==> config.mk <==
export PLATFORM = sky130hd
export DESIGN_NAME = nmea_sentence_checksum_check_core
export DESIGN_NICKNAME = d
export VERILOG_FILES = /design/src/design/nsc_pkg.sv /design/src/design/nsc_scan.sv /design/src/design/nsc_judge.sv /design/src/design/nmea_sentence_checksum_check_core.sv
export SDC_FILE = /design/constraint.sdc
export NUM_CORES = 1
export LEC_CHECK = 0
export ABC_AREA = 1
export BUFFER_PORTS_ARGS = -buffer_cell sky130_fd_sc_hd__buf_2
export CAP_MARGIN = 20
export CORE_ASPECT_RATIO = 1.75
export CORE_MARGIN = 2
export CORE_UTILIZATION = 45
export DETAILED_ROUTE_END_ITERATION = 6
export GPL_ROUTABILITY_DRIVEN = 0
export PLACE_DENSITY_LB_ADDON = 0.25
export SYNTH_ARGS = -nofsm -noshare
export SYNTH_HDL_FRONTEND = slang
export SYNTH_SLANG_ARGS = --single-unit
==> constraint.sdc <==
create_clock -name aclk -period 5.5 [get_ports aclk]
set_input_delay 1.1 -clock aclk [delete_from_list [all_inputs] [get_ports aclk]]
set_output_delay 1.1 -clock aclk [all_outputs]
set_load 0.02 [all_outputs]
==> src/design/nsc_pkg.sv <==
// Package for the NMEA sentence checksum checker.
// Holds the scan state type, verdict codes and character constants.
// No dependencies; imported by every module of the block.
`default_nettype none

package nsc_pkg;

    localparam logic [7:0] CH_DOLLAR = 8'h24;
    localparam logic [7:0] CH_STAR   = 8'h2A;
    localparam logic [7:0] CH_CR     = 8'h0D;
    localparam logic [7:0] CH_LF     = 8'h0A;
    localparam logic [7:0] CH_SPACE  = 8'h20;
    localparam logic [7:0] CH_COMMA  = 8'h2C;

    typedef enum logic [2:0] {
        VERDICT_OK        = 3'd0,
        VERDICT_UNCHECKED = 3'd1,
        VERDICT_BAD_START = 3'd2,
        VERDICT_SHORT_SUM = 3'd3,
        VERDICT_BAD_HEX   = 3'd4,
        VERDICT_MISMATCH  = 3'd5,
        VERDICT_NO_COMMA  = 3'd6
    } verdict_t;

    // Running state of one sentence, as it stands after each character.
    typedef struct packed {
        logic        first_seen;
        logic        starts_with_dollar;
        logic [1:0]  trimmed_length;
        logic [7:0]  running_xor;
        logic [7:0]  pending_space_xor;
        logic [1:0]  pending_space_count;
        logic        star_seen;
        logic [7:0]  xor_at_star;
        logic        comma_seen;
        logic        comma_before_star;
        logic [1:0]  after_star_count;
        logic [15:0] hex_digits;
    } nsc_state_t;

    // Characters collected after the last star.
    typedef struct packed {
        logic [1:0]  count;
        logic [15:0] digits;
    } after_star_t;

    localparam nsc_state_t STATE_RESET = '0;

endpackage

`default_nettype wire

==> src/design/nsc_scan.sv <==
// Sentence scanner: holds the per-sentence state and works out its next value.
// Depends on nsc_pkg.
`default_nettype none

module nsc_scan
    import nsc_pkg::*;
(
    input  wire logic       aclk,
    input  wire logic       aresetn,
    input  wire logic       accept,
    input  wire logic [7:0] char_in,
    input  wire logic       last_char,
    output nsc_state_t      state_next
);

    nsc_state_t  state_reg;
    after_star_t after_work;
    logic        blank;
    logic [2:0]  length_sum;

    function automatic after_star_t push_after_star(after_star_t a, logic [7:0] c);
        after_star_t r;
        r = a;
        if (a.count == 2'd0) begin
            r.digits = {8'h00, c};
            r.count  = 2'd1;
        end else if (a.count == 2'd1) begin
            r.digits = {c, a.digits[7:0]};
            r.count  = 2'd2;
        end
        return r;
    endfunction

    assign blank = (char_in == CH_CR) || (char_in == CH_LF) || (char_in == CH_SPACE);

    always_comb begin
        state_next = state_reg;
        after_work = '{count: state_reg.after_star_count, digits: state_reg.hex_digits};
        length_sum = 3'(state_reg.trimmed_length) + 3'(state_reg.pending_space_count) + 3'd1;
        if (!state_reg.first_seen) begin
            state_next.first_seen         = 1'b1;
            state_next.starts_with_dollar = (char_in == CH_DOLLAR);
            state_next.trimmed_length     = blank ? 2'd0 : 2'd1;
        end else if (blank) begin
            // Blanks are held back until a later character shows they are not trailing.
            state_next.pending_space_xor = state_reg.pending_space_xor ^ char_in;
            if (state_reg.pending_space_count != 2'd3) begin
                state_next.pending_space_count = state_reg.pending_space_count + 2'd1;
            end
        end else begin
            state_next.running_xor    = state_reg.running_xor ^ state_reg.pending_space_xor;
            state_next.trimmed_length = (length_sum >= 3'd2) ? 2'd2 : length_sum[1:0];
            for (int k = 0; k < 3; k++) begin
                if (state_reg.star_seen && (2'(k) < state_reg.pending_space_count)) begin
                    after_work = push_after_star(after_work, CH_SPACE);
                end
            end
            state_next.pending_space_xor   = 8'h00;
            state_next.pending_space_count = 2'd0;
            if (char_in == CH_COMMA) begin
                state_next.comma_seen = 1'b1;
            end
            if (char_in == CH_STAR) begin
                state_next.star_seen         = 1'b1;
                state_next.xor_at_star       = state_next.running_xor;
                state_next.comma_before_star = state_reg.comma_seen;
                after_work                   = '0;
            end else if (state_reg.star_seen) begin
                after_work = push_after_star(after_work, char_in);
            end
            state_next.after_star_count = after_work.count;
            state_next.hex_digits       = after_work.digits;
            state_next.running_xor      = state_next.running_xor ^ char_in;
        end
    end

    // The final character of a sentence returns the scanner to its reset state.
    always_ff @(posedge aclk) begin
        if (!aresetn) begin
            state_reg <= STATE_RESET;
        end else if (accept) begin
            state_reg <= last_char ? STATE_RESET : state_next;
        end
    end

endmodule

`default_nettype wire

==> src/design/nsc_judge.sv <==
// Verdict logic: turns the scan state after the final character into a result.
// Depends on nsc_pkg.
`default_nettype none

module nsc_judge
    import nsc_pkg::*;
(
    input  wire nsc_state_t state,
    output verdict_t        verdict,
    output logic [7:0]      computed_sum,
    output logic [7:0]      received_sum
);

    logic [4:0] h1;
    logic [4:0] h2;

    // Bit 4 set means the byte is not a hex digit.
    function automatic logic [4:0] hex_value(logic [7:0] c);
        logic [7:0] d;
        d = 8'h00;
        if (c >= 8'h30 && c <= 8'h39) begin
            d = c - 8'h30;
            return {1'b0, d[3:0]};
        end else if (c >= 8'h41 && c <= 8'h46) begin
            d = c - 8'h37;
            return {1'b0, d[3:0]};
        end else if (c >= 8'h61 && c <= 8'h66) begin
            d = c - 8'h57;
            return {1'b0, d[3:0]};
        end
        return 5'h10;
    endfunction

    assign h1 = hex_value(state.hex_digits[7:0]);
    assign h2 = hex_value(state.hex_digits[15:8]);

    always_comb begin
        verdict      = VERDICT_BAD_START;
        computed_sum = 8'h00;
        received_sum = 8'h00;
        if (!state.starts_with_dollar || state.trimmed_length < 2'd2) begin
            verdict = VERDICT_BAD_START;
        end else if (state.star_seen) begin
            computed_sum = state.xor_at_star;
            if (state.after_star_count < 2'd2) begin
                verdict = VERDICT_SHORT_SUM;
            end else if (h1[4]) begin
                verdict = VERDICT_BAD_HEX;
            end else begin
                // A hex digit followed by a non-hex character stands alone as the sum.
                received_sum = h2[4] ? {4'h0, h1[3:0]} : {h1[3:0], h2[3:0]};
                if (received_sum != computed_sum) begin
                    verdict = VERDICT_MISMATCH;
                end else if (!state.comma_before_star) begin
                    verdict = VERDICT_NO_COMMA;
                end else begin
                    verdict = VERDICT_OK;
                end
            end
        end else begin
            verdict = state.comma_seen ? VERDICT_UNCHECKED : VERDICT_NO_COMMA;
        end
    end

endmodule

`default_nettype wire

==> src/design/nmea_sentence_checksum_check_core.sv <==
// Top level of the NMEA sentence checksum checker.
// Depends on nsc_pkg, nsc_scan and nsc_judge.
`default_nettype none

// Checks raw NMEA 0183 sentences fed one character per transaction, with
// s_last_char marking the final character. One character is taken every clock
// cycle while s_ready is high; the per-sentence state is a single register in
// the scanner, and its update loop is what sets the rate. The final character
// produces one result transaction from a register loaded at the edge that
// accepts it, so m_valid is high from that edge until the result is taken.
// s_ready is low only while a result is held and m_ready is low. Trailing CR,
// LF and space characters are ignored; the checksum covers the characters
// between the '$' and the last '*'.
module nmea_sentence_checksum_check_core
    import nsc_pkg::*;
(
    input  wire logic       aclk,
    input  wire logic       aresetn,
    input  wire logic       s_valid,
    output logic            s_ready,
    input  wire logic [7:0] s_char_in,
    input  wire logic       s_last_char,
    output logic            m_valid,
    input  wire logic       m_ready,
    output logic [2:0]      m_verdict,
    output logic [7:0]      m_computed_sum,
    output logic [7:0]      m_received_sum
);

    nsc_state_t state_next;
    verdict_t   verdict;
    logic [7:0] computed_sum;
    logic [7:0] received_sum;
    logic       accept;

    logic       m_valid_reg;
    verdict_t   m_verdict_reg;
    logic [7:0] m_computed_sum_reg;
    logic [7:0] m_received_sum_reg;

    assign s_ready = !m_valid_reg || m_ready;
    assign accept  = s_valid && s_ready;

    nsc_scan u_scan (
        .aclk       (aclk),
        .aresetn    (aresetn),
        .accept     (accept),
        .char_in    (s_char_in),
        .last_char  (s_last_char),
        .state_next (state_next)
    );

    nsc_judge u_judge (
        .state        (state_next),
        .verdict      (verdict),
        .computed_sum (computed_sum),
        .received_sum (received_sum)
    );

    always_ff @(posedge aclk) begin
        if (!aresetn) begin
            m_valid_reg <= 1'b0;
        end else if (accept && s_last_char) begin
            m_valid_reg <= 1'b1;
        end else if (m_ready) begin
            m_valid_reg <= 1'b0;
        end
    end

    always_ff @(posedge aclk) begin
        if (accept && s_last_char) begin
            m_verdict_reg      <= verdict;
            m_computed_sum_reg <= computed_sum;
            m_received_sum_reg <= received_sum;
        end
    end

    assign m_valid        = m_valid_reg;
    assign m_verdict      = m_verdict_reg;
    assign m_computed_sum = m_computed_sum_reg;
    assign m_received_sum = m_received_sum_reg;

endmodule

`default_nettype wire

== After elaboration in Yosys (flattened, before gate mapping) ==
Cells that the tools add are included.
Word-level totals
  flip-flop bits (word level): 71
  word-level logic and storage cells: 144
  bits of input ports: 13
  output and inout port bits: 21
Cells by class
  equality and inequality tests: 14
  reductions and logical operators: 28
  $lt $le $gt $ge: 18
  $add $sub $neg: 9
  bitwise gates (word level): 4
  mux-type cells: 55
Operator list (number)
  two-way mux 18 bit: 19
  two-way mux 51 bit: 1
  two-way mux 47 bit: 1
  two-way mux 5 bit: 8
  equality test 8 x 6 -> 1 bit, second input constant: 4
  >= comparator 8 x 7 -> 1 bit, second input constant: 4
  less-or-equal comparator 8 x 7 -> 1 bit, second input constant: 4
  two-way mux 29 bit: 1
  XOR 8 bit: 3
  two-way mux 10 bit: 2
  two-way mux 3 bit: 6
  equality test 8 x 4 -> 1 bit, second input constant: 2
  >= comparator 8 x 6 -> 1 bit, second input constant: 2
  less-or-equal comparator 8 x 6 -> 1 bit, second input constant: 2
  subtractor 4 x 3 -> 4 bit, second input constant: 4
  two-way mux 1 bit: 12
  logical AND 1 bit: 11
  two-way mux 9 bit: 1
  equality test 2 x 1 -> 1 bit, second input constant: 4
  logical NOT 2 bit: 4
  two-way mux 8 bit: 1
  inequality test 8 bit: 1
  subtractor 4 x 1 -> 4 bit, second input constant: 2
  two-way mux 2 bit: 3
  other kinds (17): 26

== Depth between registers and ports, before layout ==
  depth after elaboration: 37
  depth in mapped cells: 41
  gate-level depth less buffers: 41

== By module ==
From an unflattened synthesis, not the netlist that was laid out.
Unflattened totals
  cells, all modules: 773
  area total of the unflattened synthesis: 5129.9 µm²
Modules (own cells, without submodules)
  nsc_scan: area each 3604.7 µm², cells each 563, sequential area each 1021.0 µm², instances 1
  nsc_judge: area each 883.3 µm², cells each 180, sequential area each 0.0 µm², instances 1
  nmea_sentence_checksum_check_core: area each 641.9 µm², cells each 30, sequential area each 590.6 µm², instances 1

== Worst setup path after synthesis ==
Ideal clock, no wire load.
  path kind: reg2reg
  from: reg u_scan.state_reg[30] in the netlist's numbering
  to: reg m_verdict_reg[2], in the netlist m_verdict[2] (data pin)
  setup time: 0.256 ns
  clock period less this slack: 5.371 ns
  setup slack: 0.129 ns
  path buffers: 0
  stages on the path, launching flop included: 39
  required time: 5.245 ns
  data arrival time: 5.115 ns
  cells stage by stage: dfxtp_1 -> inv_1 -> ha_1 -> inv_2 -> nand2_1 -> nand2_1 -> nand2_1 -> ha_1 -> or2_2 -> nand2_1 -> inv_1 -> ha_1 -> or2_2 -> o21ai_0 -> inv_1 -> ha_1 -> nand2_1 -> nand2_1 -> (+3 left out) -> o21ai_2 -> inv_1 -> ha_1 -> or2_2 -> nand3_1 -> nand2_1 -> nand3_4 -> inv_2 -> nor2_2 -> nor2_1 -> nand2_1 -> nand2_1 -> nand2_1 -> nand3_2 -> nor2_4 -> nand3_1 -> nand2_1 -> a21oi_1
On the way
  word-level cells in the longest chain between the ends: 36
  elaborated cells on any way between the ends: 84
  those cells by class: 8 x add/sub; 18 x order compare; 4 x eq/ne; 41 x mux; 13 x reduce/logical
RTL lines
  start, declared: RTL line nsc_scan.sv:16  | nsc_state_t state_reg;
  start signal, assigned: RTL line nsc_scan.sv:82  | state_reg <= last_char ? STATE_RESET : state_next;
  < comparator 1 x 2 -> 1 bit: RTL line nsc_scan.sv:54  | if (state_reg.star_seen && (2'(k) < state_reg.pending_space_count)) begin
  logical AND 1 bit: RTL line nsc_scan.sv:54
  two-way mux 18 bit: RTL line nsc_scan.sv:54
  two-way mux 18 bit: RTL line nsc_scan.sv:44  | end else if (blank) begin
  two-way mux 18 bit: RTL line nsc_scan.sv:40  | if (!state_reg.first_seen) begin
  equality test 2 x 1 -> 1 bit: RTL line nsc_scan.sv:27  | end else if (a.count == 2'd1) begin
  two-way mux 18 bit: RTL line nsc_scan.sv:27
  two-way mux 18 bit: RTL line nsc_scan.sv:24  | if (a.count == 2'd0) begin
  (+20 left out)
  two-way mux 1 bit: RTL line nsc_judge.sv:21  | if (c >= 8'h30 && c <= 8'h39) begin
  two-way mux 5 bit: RTL line nsc_judge.sv:31  | return 5'h10;
  two-way mux 8 bit: RTL line nsc_judge.sv:51  | received_sum = h2[4] ? {4'h0, h1[3:0]} : {h1[3:0], h2[3:0]};
  inequality test 8 bit: RTL line nsc_judge.sv:52  | if (received_sum != computed_sum) begin
  two-way mux 3 bit: RTL line nsc_judge.sv:52
  two-way mux 3 bit: RTL line nsc_judge.sv:47  | end else if (h1[4]) begin
  two-way mux 3 bit: RTL line nsc_judge.sv:45  | if (state.after_star_count < 2'd2) begin
  two-way mux 3 bit: RTL line nsc_judge.sv:43  | end else if (state.star_seen) begin
  end signal, assigned: RTL line nmea_sentence_checksum_check_core.sv:72  | m_verdict_reg <= verdict;
  end, declared: RTL line nmea_sentence_checksum_check_core.sv:37  | verdict_t m_verdict_reg;
Parallel ways exist; a longest one is shown, timed or not. The select of a mux whose other input is x is not followed.
A chain may end at the register's enable or synchronous reset.

== Final worst setup path ==
Ends and elaborated chain as after synthesis.

==> out/metrics.cfg <==
[layout]
final_common_cell=nand2_1
drive_above_1_share_pct=25.46
area_growth_pct=16.13
layout.nets=782
layout_common_cells=nand2_1, inv_1, a21oi_1
fillers=1025
largest_reg_flops=51
utilization_pct=53.65
final_area_mm2=0.005739
diodes=0

[clock_tree]
path_clk_slew_ps=60
cts_max_level=3
cts_sinks=71
cts_made_buffers=9
cts.path.max_buffers=2
hold_buffers=0
cts_root_buf=clkbuf_16
insertion_delay_ps=350
tritoncts=done

[synth]
synth_edf_count=19
synth_compound_area_share_pct=13.11
yosysTopAreaCell=dfxtp_1
synthCells=700
yosysWarningCount=0
synth_simple_gate_area_share_pct=38.15
synthAdderAreaFrac_pct=5.215
netlist_area_mm2=0.004942
synth-xor-area-share_pct=2.481
yosys-top-cells-area=dfxtp_1, nand2_1, edfxtp_1
synth.top_cell.area_share_pct=21.06
synth_top_family_by_area=simple AND/OR/NAND/NOR gates
ys.flop_type=dfxtp_1
async_reset_ff_share_pct=0
synth-seq-cells=71
syn_area_per_cell_um2=7.060
syn-num-nets=733
synth_cell_type_count=47
muxShareOfSynthArea_pct=0
yosysSeqAreaShare_pct=32.61

[setup_path]
r2r_cells=38
cp.buffers_inverters=6
worstSetupEndpoint=m_verdict[2]
cp.required_ps=5600
reg2reg_from=u_scan.state_reg[30]
endpoint_kind=flop
crit_family=simple AND/OR/NAND/NOR gates
r2r-end=m_verdict[2]
reg2reg_slack_ps=270
crit_start=u_scan.state_reg[30]
path_common_cell=nand2_2
critPathLaunchType=flop
crit_fanout=8
cp_data_arrival_time_ps=5330
cp.depth=38
crit_slowest_cell=dfxtp_4
critPathMaxStageDelay_ps=360
timing_worst_setup_path_type=flop to flop

[global_routing]
track_usage_pct=22.31
antenna_found_initial=0
grt_max_degree=36
grt-ovfl-total=0
grt_pass1_vias=4593
grt_pass1_wl_mm=21.18

[flow_run]
drv_cap=0

[sta]
worst_slew_pin_slew_ps=699.7
drv_slew=0
clock_skew_ps=4.706
setup_viol=0
post-route-min-period_ps=5229
layout_setup_ws_ps=270.7
relSlewSlack_pct=53.18
hold_violations=0
fmax_mhz=191.2
finalCritPeriodShare_pct=95.08

[floorplan]
fp.coreArea_mm2=0.01070
die_area_mm2=0.01187
num_rows=50
start_util_pct=46.20
die_w_um=83.22
die_h_um=142.6
ios=34

[routing]
wirelength_mm=13.20
drtPass1Iterations=5
drcViolationCount=0
routed_via_density=5.413
drtIter0Drc=211
ant_nets=0
vias=4785
wire_per_inst_um=14.93

[place]
pre_cts_slack_ps=-71.87
hpwl_mm=9.931
placed_area_mm2=0.005278
portBuffers=33

[pwr]
powerDensity_mw_per_mm2=218.9
p_leak_uw=0.002517
vdd_ir_drop_max_mv=0.2029

[min_path]
hp-class=flop to flop

[status]
status=completed

[power breakdown]
group          switching (uW)  internal (uW)
Combinational            85.5           36.2
Sequential               8.84            549
Clock                     260            316
Total                     355            902
[synthesized netlist by cell type (3+ instances only)]
master	number
clkbuf_1	11
and3_1	8
nand2_4	10
edfxtp_1	19
clkinv_1	3
a21oi_1	59
nor2_2	6
nor3_1	4
nand3_1	38
inv_2	15
o22ai_1	6
o21ai_4	4
nor4_1	8
nor2_4	9
nand2_2	18
nand3_2	6
o21ai_2	5
nand2_1	209
xor2_1	4
a211oi_1	4
xnor2_1	10
o21a_1	9
dfxtp_1	52
or2_2	9
o21ai_0	9
inv_1	67
nor2_1	53
ha_1	19
[cells by family after synthesis]
group           after synthesis
compound gates              105
xor+xnor                     14
fa+ha+maj                    20
buf+inv                     103
flops                        71
simple gates                387
[metal layers]
metal | track usage, % | vias to the layer above | wire length [um]
met4 | 13.03 | 0 | 596
met5 | 0 | - | 0
li1 | - | 2366 | -
met3 | 4.046 | 45 | 545
met1 | 22.43 | 2224 | 4911
met2 | 42.32 | 150 | 7142
[worst min-delay path: cells and delay by family (launching register included)]
kind             cells  cell delay, ps
AO/OA/AOI/OAI        1              50
flip-flops           1             310
AND/OR/NAND/NOR      1              60
[what timing repair did]
action | in CTS | in global routing
setup endpoints to repair | 3 | 5
hold endpoints to repair | 0 | 0
pin swaps | 1 | 18
resized for setup | 2 | 39
setup buffers | 1 | 8
[cell type report]
| cell class | instances | area [um^2] | share of cell area [%] |
|---|---|---|---|
| inverter | 85 | 321.6 | 5.603 |
| clock inverter | 7 | 62.56 | 1.090 |
| timing repair buffer | 56 | 337.8 | 5.886 |
| tap | 130 | 162.7 | 2.834 |
| multi-input combinational | 526 | 3010 | 52.45 |
| sequential | 71 | 1619 | 28.21 |
| clock buffer | 9 | 225.2 | 3.924 |
[through the flow]
stage / hold WS, ps / TNS [ps] / std cells / power, uW
after floorplan: 445.0 / 0 / 700 / 649.7
after global placement: 452.6 / 0 / 859 / 685.4
after detailed placement: 455.6 / -157.4 / 859 / 688.4
after CTS: 466.0 / 0 / 876 / 1260
after global routing: 484.6 / -103.8 / 884 / 1298
final: 467.6 / 0 / 884 / 1256
[worst min path at each step]
stage,endpoint,startpoint,cells past startpoint
detailed placement,u_scan.state_reg[22],u_scan.state_reg[22],2
global route,u_scan.state_reg[23],u_scan.state_reg[23],2
global placement,u_scan.state_reg[23],u_scan.state_reg[23],2
floorplan,u_scan.state_reg[49],u_scan.state_reg[49],2
finish,u_scan.state_reg[22],u_scan.state_reg[22],2
CTS,u_scan.state_reg[22],u_scan.state_reg[22],2
Power figures use the tool's default switching activity.
